**src/design/qrm_pkg.sv**
```systemverilog
// ----------------------------------------------------------------------------
// qrm_pkg
// Shared widths and pipeline types for the quaternion to rotation matrix block.
// ----------------------------------------------------------------------------
`default_nettype none

package qrm_pkg;

    localparam int FRAC_BITS = 14;
    localparam int IN_W      = 16;
    localparam int OUT_W     = 16;
    localparam int N_LANES   = 9;

    // quotient bits per element: result magnitude is at most 2^(FRAC_BITS+1)
    localparam int Q_W   = FRAC_BITS + 2;
    localparam int PROD_W = 2 * IN_W;
    localparam int NUM_W  = PROD_W + 1;
    localparam int MAG_W  = PROD_W;
    localparam int N_W    = PROD_W + 1;
    localparam int DIV_W  = N_W + 1;
    localparam int REM_W  = DIV_W + 1;
    localparam int DVD_W  = MAG_W + Q_W + 1;
    localparam int VAL_W  = Q_W + 2;

    localparam logic signed [VAL_W-1:0] ONE = VAL_W'(1) <<< FRAC_BITS;

    // diagonal lanes: element = one minus the ratio term
    localparam logic [N_LANES-1:0] DIAG_MASK = 9'b100010001;

    typedef struct packed {
        logic             neg;
        logic [DIV_W-1:0] rem;
        logic [Q_W-1:0]   lo;
        logic [Q_W-1:0]   q;
    } t_lane;

    typedef struct packed {
        logic                      zero;
        logic [DIV_W-1:0]          d;
        t_lane [N_LANES-1:0]       lane;
    } t_div;

    typedef logic signed [N_LANES-1:0][OUT_W-1:0] t_mat;

endpackage

`default_nettype wire

```
**src/design/qrm_post.sv**
```systemverilog
// ----------------------------------------------------------------------------
// qrm_post
// Sign, diagonal offset, zero-norm identity and clamp to plus or minus one.
// ----------------------------------------------------------------------------
`default_nettype none

module qrm_post
    import qrm_pkg::*;
(
    input  wire logic i_clk,
    input  wire logic i_rst_n,
    input  wire logic i_en,
    input  wire logic i_valid,
    input  wire t_div i_div,
    output logic      o_valid,
    output t_mat      o_mat
);

    logic r_valid;
    t_mat r_mat, n_mat;

    always_comb begin
        logic signed [VAL_W-1:0] val;
        for (int k = 0; k < N_LANES; k++) begin
            val = $signed(VAL_W'(i_div.lane[k].q));
            if (i_div.lane[k].neg) begin
                val = -val;
            end
            if (DIAG_MASK[k]) begin
                val = ONE - val;
            end
            if (i_div.zero) begin
                val = DIAG_MASK[k] ? ONE : '0;
            end
            if (val > ONE) begin
                val = ONE;
            end else if (val < -ONE) begin
                val = -ONE;
            end
            n_mat[k] = val[OUT_W-1:0];
        end
    end

    always_ff @(posedge i_clk) begin
        if (!i_rst_n) begin
            r_valid <= 1'b0;
        end else if (i_en) begin
            r_valid <= i_valid;
        end
    end

    always_ff @(posedge i_clk) begin
        if (i_en) begin
            r_mat <= n_mat;
        end
    end

    assign o_valid = r_valid;
    assign o_mat   = r_mat;

endmodule

`default_nettype wire

```
**config.mk**
```make
export PLATFORM = sky130hd
export DESIGN_NAME = qrm_post
export DESIGN_NICKNAME = d
export VERILOG_FILES = /design/src/design/qrm_pkg.sv /design/src/design/qrm_post.sv
export SDC_FILE = /design/constraint.sdc
export NUM_CORES = 1
export LEC_CHECK = 0
export ABC_CLOCK_PERIOD_IN_PS = 3100
export BUFFER_PORTS_ARGS = -buffer_cell sky130_fd_sc_hd__buf_2
export CORE_AREA = 8 8 301 303
export CTS_CLUSTER_SIZE = 28
export DETAILED_ROUTE_END_ITERATION = 16
export DIE_AREA = 0 0 309 311
export GPL_TIMING_DRIVEN = 1
export PLACE_DENSITY = 0.35
export SYNTH_ARGS = -nofsm -noshare
export SYNTH_HDL_FRONTEND = slang
export SYNTH_SLANG_ARGS = --single-unit
```
**constraint.sdc**
```tcl
create_clock -name i_clk -period 3.1 [get_ports i_clk]
set_input_delay 0.155 -clock i_clk [delete_from_list [all_inputs] [get_ports i_clk]]
set_output_delay 0.155 -clock i_clk [all_outputs]
set_load 0.02 [all_outputs]
```
Yosys cells after proc, flatten, opt, wreduce, memory -nomap -nowiden
Index checks and enable logic that the tools add are counted.
{"block": "word_totals", "regBits": 145, "inputBits": 642, "out_inout_bits": 145, "word_cells": 85}
{"block": "classes", "addsub": 12, "order_cmp": 18, "muxes": 27, "n_reduce_logical": 9}
{"operator": "two-way mux 18 bit", "n": 18}
{"operator": "greater-than comparator 18 x 16 -> 1 bit, second input constant", "n": 9}
{"operator": "< comparator 18 x 15 -> 1 bit, second input constant", "n": 9}
{"operator": "negation 16 -> 18 bit", "n": 9}
{"operator": "two-way mux 16 bit", "n": 9}
{"operator": "subtractor 16 x 18 -> 18 bit, first input constant", "n": 3}
{"operator": "OR reduction 2 bit", "n": 9}

Longest topological paths before layout
{"block": "depth", "ltp_word": 6, "mapped_depth": 14}

Least setup slack after synthesis
Ideal clock, no wire load.
{"block": "synth_timing", "kind": "input to register", "startpoint": "input port i_div[1] (netlist bit)", "endpoint": "register r_mat, in the netlist o_mat[10] (data pin)", "setup_ns": 0.280, "t_arrival_ns": 3.114, "t_required_ns": 2.820, "setup_slack_ns": -0.294, "stages": 14, "path_buffers": 3, "cell_sequence": "buf_2 inv_1 ha_1 or3b_1 buf_2 o31ai_2 xor2_1 and4bb_1 a31oi_1 or4_4 and3_1 mux2i_4 buf_6 a211oi_2"}
{"block": "synth_between", "elab_chain_len": 6}
{"element": "from (decl)", "line": "qrm_post.sv:14", "source": "input wire t_div i_div,"}
{"element": "negation 16 -> 18 bit", "line": "qrm_post.sv:27", "source": "val = -val;"}
{"element": "two-way mux 18 bit (*)", "line": "qrm_post.sv:26", "source": "if (i_div.lane[k].neg) begin"}
{"element": "subtractor 16 x 18 -> 18 bit (*)", "line": "qrm_post.sv:30", "source": "val = ONE - val;"}
{"element": "two-way mux 18 bit (*)", "line": "qrm_post.sv:32", "source": "if (i_div.zero) begin"}
{"element": "greater-than comparator 18 x 16 -> 1 bit / < comparator 18 x 15 -> 1 bit (equally long branches)", "line": "qrm_post.sv:35, qrm_post.sv:37"}
{"element": "OR reduction 2 bit (no source line)"}
{"element": "to (signal assigned)", "line": "qrm_post.sv:54", "source": "r_mat <= n_mat;"}
{"element": "to (decl)", "line": "qrm_post.sv:20", "source": "t_mat r_mat, n_mat;"}
Mark *: on every way between the ends. The rest lies on a longest branch, timed or not.
A chain may end at the register's enable or synchronous reset.

Final worst setup path
{"block": "layout_timing", "startpoint": "input port i_div[269] (netlist bit)", "endpoint": "register r_mat, in the netlist o_mat[67] (data pin)"}
The elaborated chain is that of the path after synthesis.

==> out/results.ini <==
[clock_tree]
clk_pin_slew_ns=0.07
post_cts_buffers=0
clock_latency_ns=0.47
cts_tree=yes
cts_max_path_buffers=2
clock-root-buffer=clkbuf_16
h-tree-depth=4
cts_sinks=145
numCtsBuffers=17

[timing]
min_period_over_period_pct=95.9
tightest_slew_ns=0.701
finalSetupViolCount=0
grt_setup_unrepaired=false
timing.slew.headroom_pct=53.3
timing.fmax_ghz=0.337
holdWs_ns=0.0525
drv_slew=0
period_minus_slack_ns=2.97
finalHoldViolations=0
skew_ns=0

[detailed_routing]
drt_iter0_markers=592
remaining_drc_errors=0
avgViaCountPerCell=3.95
wl_per_cell_um=18.7
dr.pass1.iters=5
wirelength_um=53200
ant_nets=0
vias=11228

[power]
combPwrFrac_pct=28.8
leakage_nw=6.08
cellPowerDensity_nw_per_um2=396
power_frac_clock_pct=33.7
peakVddDrop_mv=0.426
swShare_pct=34.7
p_int_w=0.00419
power_frac_seq_pct=37.4
p_switching_w=0.00223

[yosys]
synth_edf_count=144
synth_top_cell_area_share_pct=38.8
syn_area_sq_um=11100
synthTopCellsByArea=edfxtp_1, xor2_1, xnor2_1
async_reset_ff_share_pct=0
yosys-top-cells-count=edfxtp_1, nor2_1, xor2_1
yosysWarnings=0
synth_mux_area_share_pct=1.74
synth-seq-cells=145
yosysMostFrequentCell=edfxtp_1
synthAdderAreaFrac_pct=1.35
synth_compound_area_share_pct=18.3
synth-main-ff-cell=edfxtp_1
synth_xor_area_share_pct=12.6
synth_cell_types=88
ys_seq_area_share_pct=39.0
syn_avg_cell_area_sq_um=9.21
synth_top_family_by_area=simple AND/OR/NAND/NOR gates
synthSimpleGateAreaFrac_pct=22.7
syn_nets=1863
synth.largest_area_cell=edfxtp_1
synthCells=1209

[setup_path]
cp_slowest_cell=or4_4
critPathLaunch=i_div[269]
crit_family=simple AND/OR/NAND/NOR gates
worst-endpoint-arrival_ns=3.24
path_class=primary input to register
cp.buffers_inverters=3
path_cells=buf_2 -> inv_1 -> ha_4 -> or4b_4 -> or4_4 -> a21oi_2 -> o211ai_1 -> or3_4 -> o211ai_1 -> o211ai_1 -> a21o_1 -> buf_12 -> nor3_1
crit_path_start_kind=primary input
cp_common_cell=o211ai_1
critPathRequiredTime_ns=3.37
reg2reg_from=o_valid
worstSetupEndpointType=register
critPathMaxFanout=9
slowest_delay_ns=0.50

[global_routing]
grt_max_degree=58
grt_util_all_layers_pct=10.9
antenna_found_initial=18
grt.overflow.total=0
grt_pass1_vias=11626
grt_pass1_wl_um=78200

[floorplanning]
core-area_sq_um=85900
die_x_um=309
rows=108
io_pins=787
die-area_sq_um=96100
die_h_um=311
initial_core_util_pct=13.0

[status]
status=complete, no violations

[placement]
numPortBuffers=302
placed_cells=2805
gp_congestion=0.825
place_area_sq_um=15500
place_hpwl_um=44000

[worst_hold_path]
min-delay-start=i_div[469]
hold_class=primary input to register

[final_layout]
final_cells=2845
fin_area_sq_um=16200
fin_nets=2325
final_layout_size_suffix_gt1_share_pct=37.4
utilization_pct=18.8
area_growth_pct=45.4

[run]
maxCapViolations=0

[registers in the layout (all words and copies together) (netlist names)]
name	cells
o_mat	144
o_valid	1
[cell usage in the layout, fill, tap and decap left out, types with 15 or more instances in the layout]
master,netlist,final
nor3b_1,19,17
mux2i_1,16,15
edfxtp_1,144,144
xor2_1,80,80
nor3_1,74,72
clkbuf_16,0,17
a21oi_1,42,41
buf_4,1,205
and2_1,16,16
o31ai_1,32,31
a31oi_1,21,21
or2_2,17,17
xnor2_1,78,78
or3_1,26,26
o21ai_0,60,60
nand2_1,72,71
nor2_1,130,130
nand3_1,23,23
inv_1,42,38
buf_2,5,300
[power groups by stage]
stage          sequential [W]  clock (W)  combinational (W)
3_3_place_gp          0.00245          0            0.00188
5_1_grt               0.00242    0.00231            0.00202
6_report              0.00240    0.00217            0.00185
3_5_place_dp          0.00244          0            0.00187
2_1_floorplan         0.00264          0           0.000743
4_1_cts               0.00241    0.00226            0.00188
[stage by stage]
step	TNS, ns	setup WS, ns	power (W)
2_1_floorplan	-1.69	-0.159	0.00338
5_1_grt	0	0.0370	0.00676
6_report	0	0.128	0.00642
3_3_place_gp	-15.70	-0.337	0.00433
4_1_cts	0	0.140	0.00656
3_5_place_dp	-16.80	-0.363	0.00431
[kinds of logic after synthesis]
logic type               after synthesis
multiplexers                          18
adder cells (fa/ha/maj)               12
AO/OA/AOI/OAI                        282
AND/OR/NAND/NOR                      479
XOR/XNOR                             159
buffers and inverters                114
flip-flops                           145
[final cells by class]
| cell class | count | area [sq um] |
|---|---|---|
| repair buffers | 513 | 3170 |
| flip-flops and latches | 145 | 4340 |
| inverters | 44 | 175 |
| clock buffers | 17 | 425 |
| diodes | 6 | 15.0 |
| fillers | 9675 | 69700 |
| well taps | 1155 | 1450 |
| multi-input cells | 950 | 6460 |
| clock inverters | 15 | 160 |
[routing by layer]
layer,GRT usage [%],vias up,part of all wire (%)
met3,4.37,57,7.9
li1,-,5447,-
met1,12.8,5432,42
met2,18.0,274,48
met5,0,-,0.22
met4,3.17,18,2.0
[worst register-to-register path: stages (launching register included)]
cell           delay [ns]
dfxtp_1              0.31
mux2i_1              0.13
nor2b_1              0.06
dlygate4sd3_1        0.54
[final timing paths]
| check | endpoint | slack, ns | cells past startpoint |
|---|---|---|---|
| max | o_mat[67] | 0.13 | 13 |
| min | o_mat[112] | 0.05 | 3 |
| max reg2reg | o_valid | 1.95 | 3 |
| min reg2reg | o_valid | 1.07 | 3 |
[repair_timing]
action                                  in CTS  in global routing
hold buffers                                 2                  0
gates resized for setup                      0                  9
endpoints found under the setup margin       0                 25
endpoints found under the hold margin        1                  0
Note: power is estimated with default switching activity, not from simulation.
