### config.mk
export PLATFORM = sky130hd
export DESIGN_NAME = qrm_div_step
export DESIGN_NICKNAME = d
export VERILOG_FILES = /design/src/design/qrm_pkg.sv /design/src/design/qrm_div_step.sv
export SDC_FILE = /design/constraint.sdc
export NUM_CORES = 1
export LEC_CHECK = 0
export BUFFER_PORTS_ARGS = -buffer_cell sky130_fd_sc_hd__buf_2
export CORE_AREA = 2 2 492 494
export DETAILED_ROUTE_END_ITERATION = 10
export DIE_AREA = 0 0 494 496
export GPL_TIMING_DRIVEN = 0
export PLACE_DENSITY = 0.35
export SYNTH_ARGS = -nofsm -noshare
export SYNTH_HDL_FRONTEND = slang
export SYNTH_SLANG_ARGS = --single-unit
### constraint.sdc
create_clock -name i_clk -period 4.7 [get_ports i_clk]
set_input_delay 0.94 -clock i_clk [delete_from_list [all_inputs] [get_ports i_clk]]
set_output_delay 0.94 -clock i_clk [all_outputs]
set_load 0.005 [all_outputs]
### src/design/qrm_pkg.sv
// ----------------------------------------------------------------------------
// qrm_pkg
// Shared widths and pipeline types for the quaternion to rotation matrix block.
// ----------------------------------------------------------------------------
`default_nettype none

package qrm_pkg;

    localparam int FRAC_BITS = 14;
    localparam int IN_W      = 16;
    localparam int OUT_W     = 16;
    localparam int N_LANES   = 9;

    // quotient bits per element: result magnitude is at most 2^(FRAC_BITS+1)
    localparam int Q_W   = FRAC_BITS + 2;
    localparam int PROD_W = 2 * IN_W;
    localparam int NUM_W  = PROD_W + 1;
    localparam int MAG_W  = PROD_W;
    localparam int N_W    = PROD_W + 1;
    localparam int DIV_W  = N_W + 1;
    localparam int REM_W  = DIV_W + 1;
    localparam int DVD_W  = MAG_W + Q_W + 1;
    localparam int VAL_W  = Q_W + 2;

    localparam logic signed [VAL_W-1:0] ONE = VAL_W'(1) <<< FRAC_BITS;

    // diagonal lanes: element = one minus the ratio term
    localparam logic [N_LANES-1:0] DIAG_MASK = 9'b100010001;

    typedef struct packed {
        logic             neg;
        logic [DIV_W-1:0] rem;
        logic [Q_W-1:0]   lo;
        logic [Q_W-1:0]   q;
    } t_lane;

    typedef struct packed {
        logic                      zero;
        logic [DIV_W-1:0]          d;
        t_lane [N_LANES-1:0]       lane;
    } t_div;

    typedef logic signed [N_LANES-1:0][OUT_W-1:0] t_mat;

endpackage

`default_nettype wire

### src/design/qrm_div_step.sv
// ----------------------------------------------------------------------------
// qrm_div_step
// One registered restoring-division step for all nine lanes.
// ----------------------------------------------------------------------------
`default_nettype none

module qrm_div_step
    import qrm_pkg::*;
(
    input  wire logic i_clk,
    input  wire logic i_rst_n,
    input  wire logic i_en,
    input  wire logic i_valid,
    input  wire t_div i_div,
    output logic      o_valid,
    output t_div      o_div
);

    logic r_valid;
    t_div r_div, n_div;

    always_comb begin
        logic [REM_W-1:0] trial;
        logic             ge;
        n_div = i_div;
        for (int k = 0; k < N_LANES; k++) begin
            trial = {i_div.lane[k].rem, i_div.lane[k].lo[Q_W-1]};
            ge    = (trial >= {1'b0, i_div.d});
            trial = ge ? (trial - {1'b0, i_div.d}) : trial;
            n_div.lane[k].rem = trial[DIV_W-1:0];
            n_div.lane[k].lo  = {i_div.lane[k].lo[Q_W-2:0], 1'b0};
            n_div.lane[k].q   = {i_div.lane[k].q[Q_W-2:0], ge};
        end
    end

    always_ff @(posedge i_clk) begin
        if (!i_rst_n) begin
            r_valid <= 1'b0;
        end else if (i_en) begin
            r_valid <= i_valid;
        end
    end

    always_ff @(posedge i_clk) begin
        if (i_en) begin
            r_div <= n_div;
        end
    end

    assign o_valid = r_valid;
    assign o_div   = r_div;

endmodule

`default_nettype wire

==> Yosys cells after proc, flatten, opt, wreduce, memory -nomap -nowiden <==
Cells that the tools add are included.
{ "classes": {"n_addsub": 9, "order_cmp": 9, "n_mux": 9} }
{ "op_table": {"columns": ["operator", "n"], "rows": [
  ["35-bit by 34-bit greater-or-equal comparator with 1-bit output", 9],
  ["34-bit two-way mux", 9],
  ["34-bit subtractor", 9]
]} }
{ "totals": {"ff_bits": 630, "input_bits": 642, "elab_cells": 66} }

==> Logic depth before layout (Yosys ltp) <==
Gate-level depths: netlist of the first run.
{ "depth": {"word_depth": 2, "mapped_depth": 14, "mapped_depth_nobuf": 13} }

==> Least setup slack after synthesis of the first run <==
OpenSTA, ideal clock, no wires.
{ "synth_path": {"path_type": "input -> register", "from": "in i_div[604] (netlist name)", "to": "reg r_div (netlist bit o_div[504]), data pin", "arrival_time_ns": 4.107, "t_required_ns": 4.440, "setup_slack_ns": 0.333, "path_stages": 13, "n_path_buf": 1, "cell_sequence": "inv_1 ha_1 nor2b_1 o31ai_1 a21oi_1 a221oi_4 o21ai_2 a221o_1 a21bo_2 a31oi_4 inv_2 buf_6 mux2_4"} }
{ "synth_rtl": {"columns": ["item", "line", "source"], "rows": [
  ["from (decl)", "qrm_div_step.sv:14", "input wire t_div i_div,"],
  ["to (signal assigned)", "qrm_div_step.sv:46", "r_div <= n_div;"],
  ["to (decl)", "qrm_div_step.sv:20", "t_div r_div, n_div;"]
]} }

==> results of run 1 <==
-- cell type report --
cell class                      count  area (µm²)
Fill cell                       26361      187000
Inverter                          120         455
Antenna cell                       48         120
Clock buffer                      105        2290
Tap cell                         3185        3990
Multi-Input combinational cell   2641       18700
Clock inverter                     52         707
Timing Repair Buffer             1296        7080
Sequential cell                   630       18900
Buffer                            109         502
-- power breakdown --
part	internal (mW)	switching, mW	leakage, nW
sequential	7.04	0.224	6.16
clock	4.12	3.08	1.42
combinational	1.98	3.23	14.5
total	13.1	6.53	22.0
-- state kept, by name, summed over array words and instances (netlist names) --
name	cells
o_div	629
o_valid	1
-- synth_stat cells (39+ instances only) --
cell type and count:
nand4_1 52, and3_1 39, nand2b_1 47, xor2_1 123
nor2_1 163, ha_1 306, clkbuf_1 81, a21oi_1 307
edfxtp_1 629, mux2_2 82, o21ai_0 310, nand3_1 61
xnor2_1 139, a21o_1 166, a31oi_1 39, nand2_1 328
inv_1 119
-- cell families (layout without fill, tap and decap cells) --
group | Yosys count | count (layout) | synth area share (%)
AOI/OAI and AO/OA | 1086 | 1086 | 17.7
xor gates and xnor gates | 262 | 262 | 5.97
adders and majority gates | 315 | 315 | 10.4
buffers and inverters | 229 | 1682 | 2.46
DFF | 630 | 630 | 49.2
muxes | 123 | 123 | 3.85
other | 1 | 57 | 0.00976
and+or+nand+nor | 846 | 846 | 10.4
-- per-stage QoR --
| stage | cell area [µm²] | TNS, ns |
|---|---|---|
| floorplan | 38500 | 0 |
| global placement | 48800 | -6049.76 |
| detailed placement | 49500 | -171.72 |
| CTS | 52600 | 0 |
| global route | 52600 | 0 |
| finish | 52700 | 0 |
-- routing by layer --
metal | vias up | track usage, %
met2 | 1343 | 35.1
li1 | 16121 | -
met5 | - | 0
met1 | 17249 | 20.3
met3 | 431 | 5.45
met4 | 94 | 10.1
-- what timing repair did --
action	4_1_cts	5_1_grt
cloned	0	0
gates resized for setup	5	19
endpoints found under the setup margin	42	112
setup buffers	0	0
-- how the worst min path moves through the flow --
stage / from / endpoint / slack (ns) / cells past startpoint
after floorplan: o_valid$_SDFFE_PN0P_ / o_valid$_SDFFE_PN0P_ / 0.51 / 2
after global placement: o_valid$_SDFFE_PN0P_ / o_valid$_SDFFE_PN0P_ / 0.50 / 2
after detailed placement: o_valid$_SDFFE_PN0P_ / o_valid$_SDFFE_PN0P_ / 0.52 / 2
after CTS: i_div[541] / o_div[542]$_DFFE_PP_ / 0.26 / 1
after global routing: i_div[541] / o_div[542]$_DFFE_PP_ / 0.29 / 1
final: i_div[286] / o_div[287]$_DFFE_PP_ / 0.36 / 1
-- critical path, stage by stage --
cell and delay (ns):
buf_2 0.11, inv_2 0.40, buf_12 0.24, ha_1 0.24, and4_1 0.28, and3_1 0.18, o311ai_0 0.23, nand2_1 0.19
a21oi_1 0.12, o21a_1 0.24, o21ai_0 0.30, a21o_1 0.16, clkbuf_1 0.38, buf_2 0.42, mux2_2 0.46
==> run_results.csv, run 1 <==
group,metric,value,unit
pwr,peakVddDrop,265,µV
route,viasPerCell,4.30,
timing,max_slew_margin,25.2,%
global_routing,grt_pass1_wl,320000,µm
worst_setup_path,end_kind,"flop",
placement,numPortBuffers,1262,
global_routing,grt_pass1_vias,35032,
yosys,yosysSeqAreaShare,49.2,%
worst_setup_path,r2r_cells,2,
route,route.detailed.drc,0,
global_routing,grt-ovfl-total,0,
floorplanning,ios,1281,
yosys,ys_ff_latch,630,
route,dr_total_vias,35238,
placement,place_inst,7981,
worst_setup_path,critical_path_class,"input port to flop",
floorplanning,core_area,240000,µm²
global_routing,antenna_found_initial,180,
route,ant_nets,0,
pwr,powerDensity,373,nW/µm²
clock_network,cts-buffers-inserted,89,
floorplanning,num_rows,180,
pwr,power.total,19.7,mW
route,routed-wl-met3,16500,µm
timing,fin_crit,4.53,ns
yosys,yosys-top-cells-area,"edfxtp_1, ha_1, o21ai_0",
finish,fin_cells,8186,
worst_setup_path,crit_arrival,4.95,ns
clock_network,clockRootBuffer,"clkbuf_16",
finish,drive_gt1_share,32.9,%
timing,rsz0062_at_grt,"no",
placement,hpwl,206000,µm
run,max_cap_viol_count,0,
placement,dp_worst_setup_slack,-1.45,ns
floorplanning,dieHeight,496,µm
finish,finalNetCount,5844,
placement,gp_congestion,0.874,
route,first_pass_iters,5,
pwr,total_leakage_power,22.0,nW
worst_setup_path,reg2reg_to,"o_valid$_SDFFE_PN0P_",
worst_setup_path,r2r_slack,4.09,ns
hold_path,min_path_type,"input port to flop",
clock_network,clk_path_buf_depth,3,
floorplanning,die-area,245000,µm²
worst_setup_path,start_kind,"input port",
floorplanning,initial_utilization,16.0,%
route,wl_per_cell,30.5,µm
floorplanning,die_width,494,µm
finish,utilization,22.0,%
worst_setup_path,crit_fanout,10,
clock_network,cts.sinks,630,
clock_network,clkLatencyLatePin,0.70,ns
finish,areaGrowthSynthToFinish,37.2,%
global_routing,grt_max_degree,116,
yosys,yosys.area.top_type,"edfxtp_1",
yosys,yosysTopAreaCellShare,49.1,%
yosys,syn_area,38400,µm²
timing,hold_violations,0,
clock_network,cts_htree_levels,3,
route,highest_layer,"met5",
timing,hold_ws,0.358,ns
clock_network,cts_tree,"yes",
timing,setup_ws,0.172,ns
timing,timing.fmax,221,MHz
route,wl_met1,91100,µm
timing,fin_skew,0,ns
worst_setup_path,regToRegStartpoint,"o_valid$_SDFFE_PN0P_",
finish,final_common_cell,"buf_2",
yosys,ys_types,82,
yosys,synth_area_per_cell,11.0,µm²
clock_network,hold_buffers,0,
worst_setup_path,cp.required,5.13,ns
timing,finalCritPeriodShare,96.3,%
yosys,async_flop_share,0,%
timing,maxSlewViolCount,0,
finish,final_cell_mix,"buf_2, edfxtp_1, nand2_1",
outcome,status,"complete, no violations",
yosys,yosys_warnings,0,
yosys,synth-main-ff-cell,"edfxtp_1",
route,initialDrtViolationCount,2332,
global_routing,grt.total_usage,19.4,%
timing,tightestPinTransition,1.12,ns
yosys,synthCells,3492,
clock_network,cts.clk_slew.worst_paths,0.06,ns
route,met2_length,128000,µm
worst_setup_path,cp-endpoint,"o_div[128]$_DFFE_PP_",
yosys,synth_edf_count,629,
timing,finalSetupViolCount,0,
route,totalWireLength,249000,µm
worst_setup_path,cp-startpoint,"i_div[617]",
Note: power is estimated with default switching activity, not from simulation.
==> run 2, diff against run 1 <==
PLACE_DENSITY = unset   (was 0.35)
PLACE_DENSITY_LB_ADDON = 0.1   (was unset)
==> run 2 against run 1 <==
Wire length decreased by 0.59%. Via count decreased by 0.44%. Sequential share of layout area decreased by 0.17 points. Register-to-register slack improved by 0.02 ns. Setup slack improved by 0.039 ns. Non-clock buffer count increased by 2. Power increased by 2.0%. Final area increased by 0.47%. Clock-buffer cell count increased by 7. Largest power group is now clock.
==> run_results.csv, run 2 (synthesis results as in run 1) <==
group,metric,value,unit
outcome,status,"complete, no violations",
clock_network,cts_htree_levels,3,
finish,utilization,22.1,%
worst_setup_path,end_kind,"flop",
route,totalWireLength,248000,µm
route,route.detailed.drc,0,
clock_network,hold_buffers,0,
timing,max_slew_margin,22.7,%
global_routing,grt_pass1_vias,34720,
placement,numPortBuffers,1262,
finish,finalNetCount,5852,
hold_path,hold_path_end,"o_div[420]$_DFFE_PP_",
worst_setup_path,crit_fanout,10,
worst_setup_path,start_kind,"input port",
worst_setup_path,crit_arrival,4.86,ns
timing,fin_crit,4.49,ns
finish,final_common_cell,"buf_2",
route,dr_total_vias,35084,
global_routing,grt_pass1_wl,319000,µm
finish,final_cell_mix,"buf_2, edfxtp_1, nand2_1",
floorplanning,num_rows,180,
clock_network,cts_tree,"yes",
clock_network,cts-buffers-inserted,95,
finish,stdcell_area,53000,µm²
timing,rsz0062_at_grt,"no",
timing,finalCritPeriodShare,95.5,%
run,max_cap_viol_count,0,
clock_network,clkLatencyLatePin,0.72,ns
hold_path,min_from,"i_div[419]",
finish,drive_gt1_share,33.3,%
hold_path,hold_depth,1,
floorplanning,core_area,240000,µm²
pwr,powerDensity,379,nW/µm²
worst_setup_path,r2r_cells,2,
floorplanning,initial_utilization,16.0,%
floorplanning,die-area,245000,µm²
clock_network,cts.clk_slew.worst_paths,0.06,ns
floorplanning,ios,1281,
timing,hold_ws,0.367,ns
route,viasPerCell,4.28,
clock_network,clockRootBuffer,"clkbuf_16",
clock_network,cts_setup_buffers,0,
route,initialDrtViolationCount,2226,
timing,finalSetupViolCount,0,
placement,gp_congestion,0.831,
placement,hpwl,203000,µm
pwr,total_leakage_power,22.2,nW
clock_network,cts.sinks,630,
timing,fin_skew,0,ns
timing,maxSlewViolCount,0,
global_routing,grt_max_degree,103,
placement,dpl_cell_area,49600,µm²
hold_path,min_path_type,"input port to flop",
worst_setup_path,r2r_slack,4.11,ns
worst_setup_path,cp.required,5.07,ns
floorplanning,die_width,494,µm
floorplanning,dieHeight,496,µm
route,wl_per_cell,30.2,µm
route,first_pass_iters,5,
finish,largest_register_ffs,629,
timing,timing.fmax,223,MHz
clock_network,clk_path_buf_depth,3,
finish,areaGrowthSynthToFinish,37.8,%
global_routing,antenna_found_initial,175,
timing,tightestPinTransition,1.15,ns
pwr,peakVddDrop,270,µV
worst_setup_path,regToRegStartpoint,"o_valid$_SDFFE_PN0P_",
worst_setup_path,critical_path_class,"input port to flop",
clock_network,ctsResizeCount,10,
global_routing,grt.total_usage,19.3,%
global_routing,grt-ovfl-total,0,
timing,hold_violations,0,
route,ant_nets,0,
worst_setup_path,reg2reg_to,"o_valid$_SDFFE_PN0P_",
-- run 2: power by group --
part           internal [mW]  switching, mW
Sequential              7.04          0.225
Combinational           1.98           3.18
Clock                   4.48           3.15
Total                   13.5           6.55
-- run 2: per-layer routing --
| metal | share of wire [%] | global-route usage, % | routed length [µm] |
|---|---|---|---|
| met5 | 0.21 | 0 | 520 |
| met4 | 3.8 | 6.89 | 9350 |
| met3 | 7.1 | 4.94 | 17500 |
| met2 | 52 | 35.5 | 128000 |
| met1 | 37 | 21.2 | 92200 |
-- run 2: final cells by class --
cell class,count,area (µm²)
fillers,26417,187000
clock inverters,64,779
repair buffers,1298,7110
diodes,36,90.1
flip-flops and latches,630,18900
multi-input cells,2641,18700
well taps,3185,3990
plain buffers,109,505
inverters,120,458
clock buffers,112,2460
-- run 2: worst max-delay path, stage by stage --
cell,delay [ns]
buf_2,0.11
inv_2,0.36
buf_16,0.22
ha_1,0.29
a21oi_1,0.22
nand2_1,0.10
o21ai_0,0.38
o21ai_2,0.19
o21ai_1,0.40
a311oi_2,0.26
a41oi_2,0.53
clkbuf_1,0.52
o21ai_0,0.32
-- run 2: worst max-delay path by stage --
stage | end | slack (ns) | from | cells past startpoint
after CTS | o_div[255]$_DFFE_PP_ | 0.003 | i_div[607] | 13
after global routing | o_div[255]$_DFFE_PP_ | 0.02 | i_div[607] | 13
after detailed placement | o_div[527]$_DFFE_PP_ | -1.36 | i_div[603] | 13
after global placement | o_valid$_SDFFE_PN0P_ | -9.68 | i_en | 3
final | o_div[317]$_DFFE_PP_ | 0.21 | i_div[607] | 13
after floorplan | o_div[504]$_DFFE_PP_ | 0.33 | i_div[604] | 13
-- run 2: stage by stage --
stage / cells / worst slack (ns) / TNS (ns) / power, mW
2_1_floorplan: 3500 / 0.333 / 0 / 9.81
3_3_place_gp: 7947 / -9.68 / -6386.16 / 12.7
3_5_place_dp: 7983 / -1.36 / -202.95 / 12.6
4_1_cts: 8159 / 0.00312 / 0 / 20.5
5_1_grt: 8167 / 0.0161 / 0 / 21.1
6_report: 8195 / 0.211 / 0 / 20.1
==> run 3, diff against run 2 <==
CTS_CLUSTER_SIZE = 14   (was unset)
PLACE_DENSITY = 0.32   (was unset)
PLACE_DENSITY_LB_ADDON = unset   (was 0.1)
==> run 3 against run 2 <==
Clock skew unchanged. Largest power group unchanged. Sequential share of layout area about the same. Utilization about the same. Global-route usage increased by 0.34 points. Wire length increased by 1.9%. Clock-buffer cell count decreased by 6. Non-clock buffer count decreased by 3. Final area decreased by 0.13%. First-iteration DRC count increased by 11%.
==> run_results.csv, run 3 (synthesis results as in run 1) <==
group,metric,value,unit
hold_path,hold_path_end,"o_div[500]$_DFFE_PP_",
finish,final_cell_mix,"buf_2, edfxtp_1, nand2_1",
hold_path,min_from,"i_div[499]",
pwr,powerDensity,378,nW/µm²
clock_network,hold_buffers,0,
clock_network,cts.clk_slew.worst_paths,0.07,ns
pwr,total_leakage_power,22.2,nW
timing,hold_violations,0,
route,first_pass_iters,5,
global_routing,antenna_found_initial,158,
worst_setup_path,reg2reg_to,"o_valid$_SDFFE_PN0P_",
floorplanning,dieHeight,496,µm
timing,rsz0062_at_grt,"no",
global_routing,grt_pass1_wl,323000,µm
route,viasPerCell,4.30,
worst_setup_path,crit_fanout,10,
floorplanning,ios,1281,
worst_setup_path,critPathSlowestCell,"clkbuf_1",
route,ant_nets,0,
pwr,p_comb_share,26.1,%
run,max_cap_viol_count,0,
clock_network,cts.sinks,630,
clock_network,clk_path_buf_depth,3,
pwr,switching_share,33.1,%
floorplanning,num_rows,180,
finish,stdcell_area,52900,µm²
floorplanning,die-area,245000,µm²
global_routing,grt-ovfl-total,0,
worst_setup_path,path_buf_inv,6,
finish,fin_cells,8191,
worst_setup_path,regToRegStartpoint,"o_valid$_SDFFE_PN0P_",
finish,final_common_cell,"buf_2",
clock_network,cts-buffers-inserted,92,
global_routing,grt_max_degree,103,
placement,hpwl,208000,µm
pwr,intPower,13.4,mW
timing,fin_crit,4.51,ns
timing,maxSlewViolCount,0,
hold_path,hold_depth,1,
finish,multiInputGateArea,18700,µm²
pwr,peakVddDrop,231,µV
global_routing,grt_pass1_vias,35169,
finish,areaGrowthSynthToFinish,37.6,%
clock_network,cts_tree,"yes",
floorplanning,initial_utilization,16.0,%
worst_setup_path,crit_chain,"buf_2 -> inv_2 -> buf_12 -> ha_1 -> clkbuf_1 -> a21oi_1 -> o21ai_0 -> a21o_1 -> a221o_1 -> o211ai_1 -> nand2_1 -> a21boi_1 -> clkbuf_1 -> buf_1 -> nand2_1 -> o21ai_0",
worst_setup_path,r2r_cells,2,
clock_network,clkLatencyLatePin,0.75,ns
worst_setup_path,critical_path_class,"input port to flop",
finish,drive_gt1_share,33.3,%
worst_setup_path,cp.required,5.19,ns
clock_network,clockRootBuffer,"clkbuf_16",
pwr,p_sw,6.62,mW
timing,finalCritPeriodShare,95.9,%
timing,max_slew_margin,22.8,%
route,route.detailed.drc,0,
finish,nFillCells,26360,
pwr,clkPwrFrac,37.5,%
timing,fin_skew,0,ns
outcome,status,"complete, no violations",
finish,largest_register_ffs,629,
placement,numPortBuffers,1262,
finish,area.sequential,18900,µm²
worst_setup_path,start_kind,"input port",
route,totalWireLength,252000,µm
route,dr_total_vias,35247,
worst_setup_path,r2r_slack,4.10,ns
worst_setup_path,cpPeakStageDelay,0.52,ns
timing,timing.fmax,222,MHz
timing,tightestPinTransition,1.15,ns
worst_setup_path,end_kind,"flop",
placement,dpl_cell_area,49500,µm²
finish,utilization,22.1,%
pwr,power_frac_seq,36.3,%
floorplanning,die_width,494,µm
clock_network,cts_htree_levels,3,
worst_setup_path,critPathTopFamily,"buffers and inverters",
finish,finalNetCount,5846,
timing,hold_ws,0.363,ns
route,initialDrtViolationCount,2463,
floorplanning,core_area,240000,µm²
hold_path,min_path_type,"input port to flop",
placement,gp_congestion,0.866,
worst_setup_path,crit_arrival,5.00,ns
timing,finalSetupViolCount,0,
global_routing,grt.total_usage,19.6,%
placement,place_inst,7980,
route,wl_per_cell,30.8,µm
-- run 3: final cells by class --
type                    instances  area share, %
diodes                         41          0.194
plain buffers                 109          0.960
clock buffers                 106           4.51
clock inverters                64           1.50
inverters                     120          0.870
multi-input cells            2641           35.3
flip-flops and latches        630           35.7
well taps                    3185           7.53
repair buffers               1295           13.4
-- run 3: routing by layer --
metal / wire [µm] / track usage (%) / vias up
li1: - / - / 16139
met3: 17400 / 5.00 / 414
met4: 11100 / 7.67 / 76
met5: 493 / 0 / -
met1: 92300 / 21.1 / 17232
met2: 131000 / 36.5 / 1386
-- run 3: power by group through the flow --
| stage | Combinational (mW) | Sequential, mW | Clock, mW |
|---|---|---|---|
| final | 5.22 | 7.27 | 7.50 |
| after global routing | 5.67 | 7.32 | 8.00 |
| after CTS | 5.35 | 7.28 | 7.85 |
| after detailed placement | 5.30 | 7.37 | 0 |
| after global placement | 5.26 | 7.52 | 0 |
| after floorplan | 2.39 | 7.41 | 0 |
-- run 3: what timing repair did --
item,CTS,global route
endpoints found under the setup margin,72,55
resized for setup,11,23
buffers inserted,0,0
-- run 3: worst max path at each step --
stage                     slack [ns]        from              endpoint  depth (start not counted)
final                           0.19  i_div[621]  o_div[177]$_DFFE_PP_                         16
after floorplan                 0.33  i_div[604]  o_div[504]$_DFFE_PP_                         13
after detailed placement       -1.62  i_div[607]  o_div[319]$_DFFE_PP_                         12
after global routing           0.005  i_div[614]  o_div[130]$_DFFE_PP_                         15
after CTS                       0.02  i_div[631]  o_div[174]$_DFFE_PP_                         13
after global placement         -9.56        i_en  o_valid$_SDFFE_PN0P_                          3
-- run 3: worst register-to-register path: cells and delay by family, from the launching register on --
| family | cells | cell delay [ns] |
|---|---|---|
| mux | 1 | 0.13 |
| simple gates | 1 | 0.06 |
| flops | 1 | 0.31 |
-- run 3: stage by stage --
step	setup WS [ns]	total power, mW	TNS [ns]
6_report	0.193	20.0	0
3_3_place_gp	-9.56	12.8	-6267.65
5_1_grt	0.00475	21.0	0
3_5_place_dp	-1.62	12.7	-222.88
4_1_cts	0.0212	20.5	0
2_1_floorplan	0.333	9.81	0
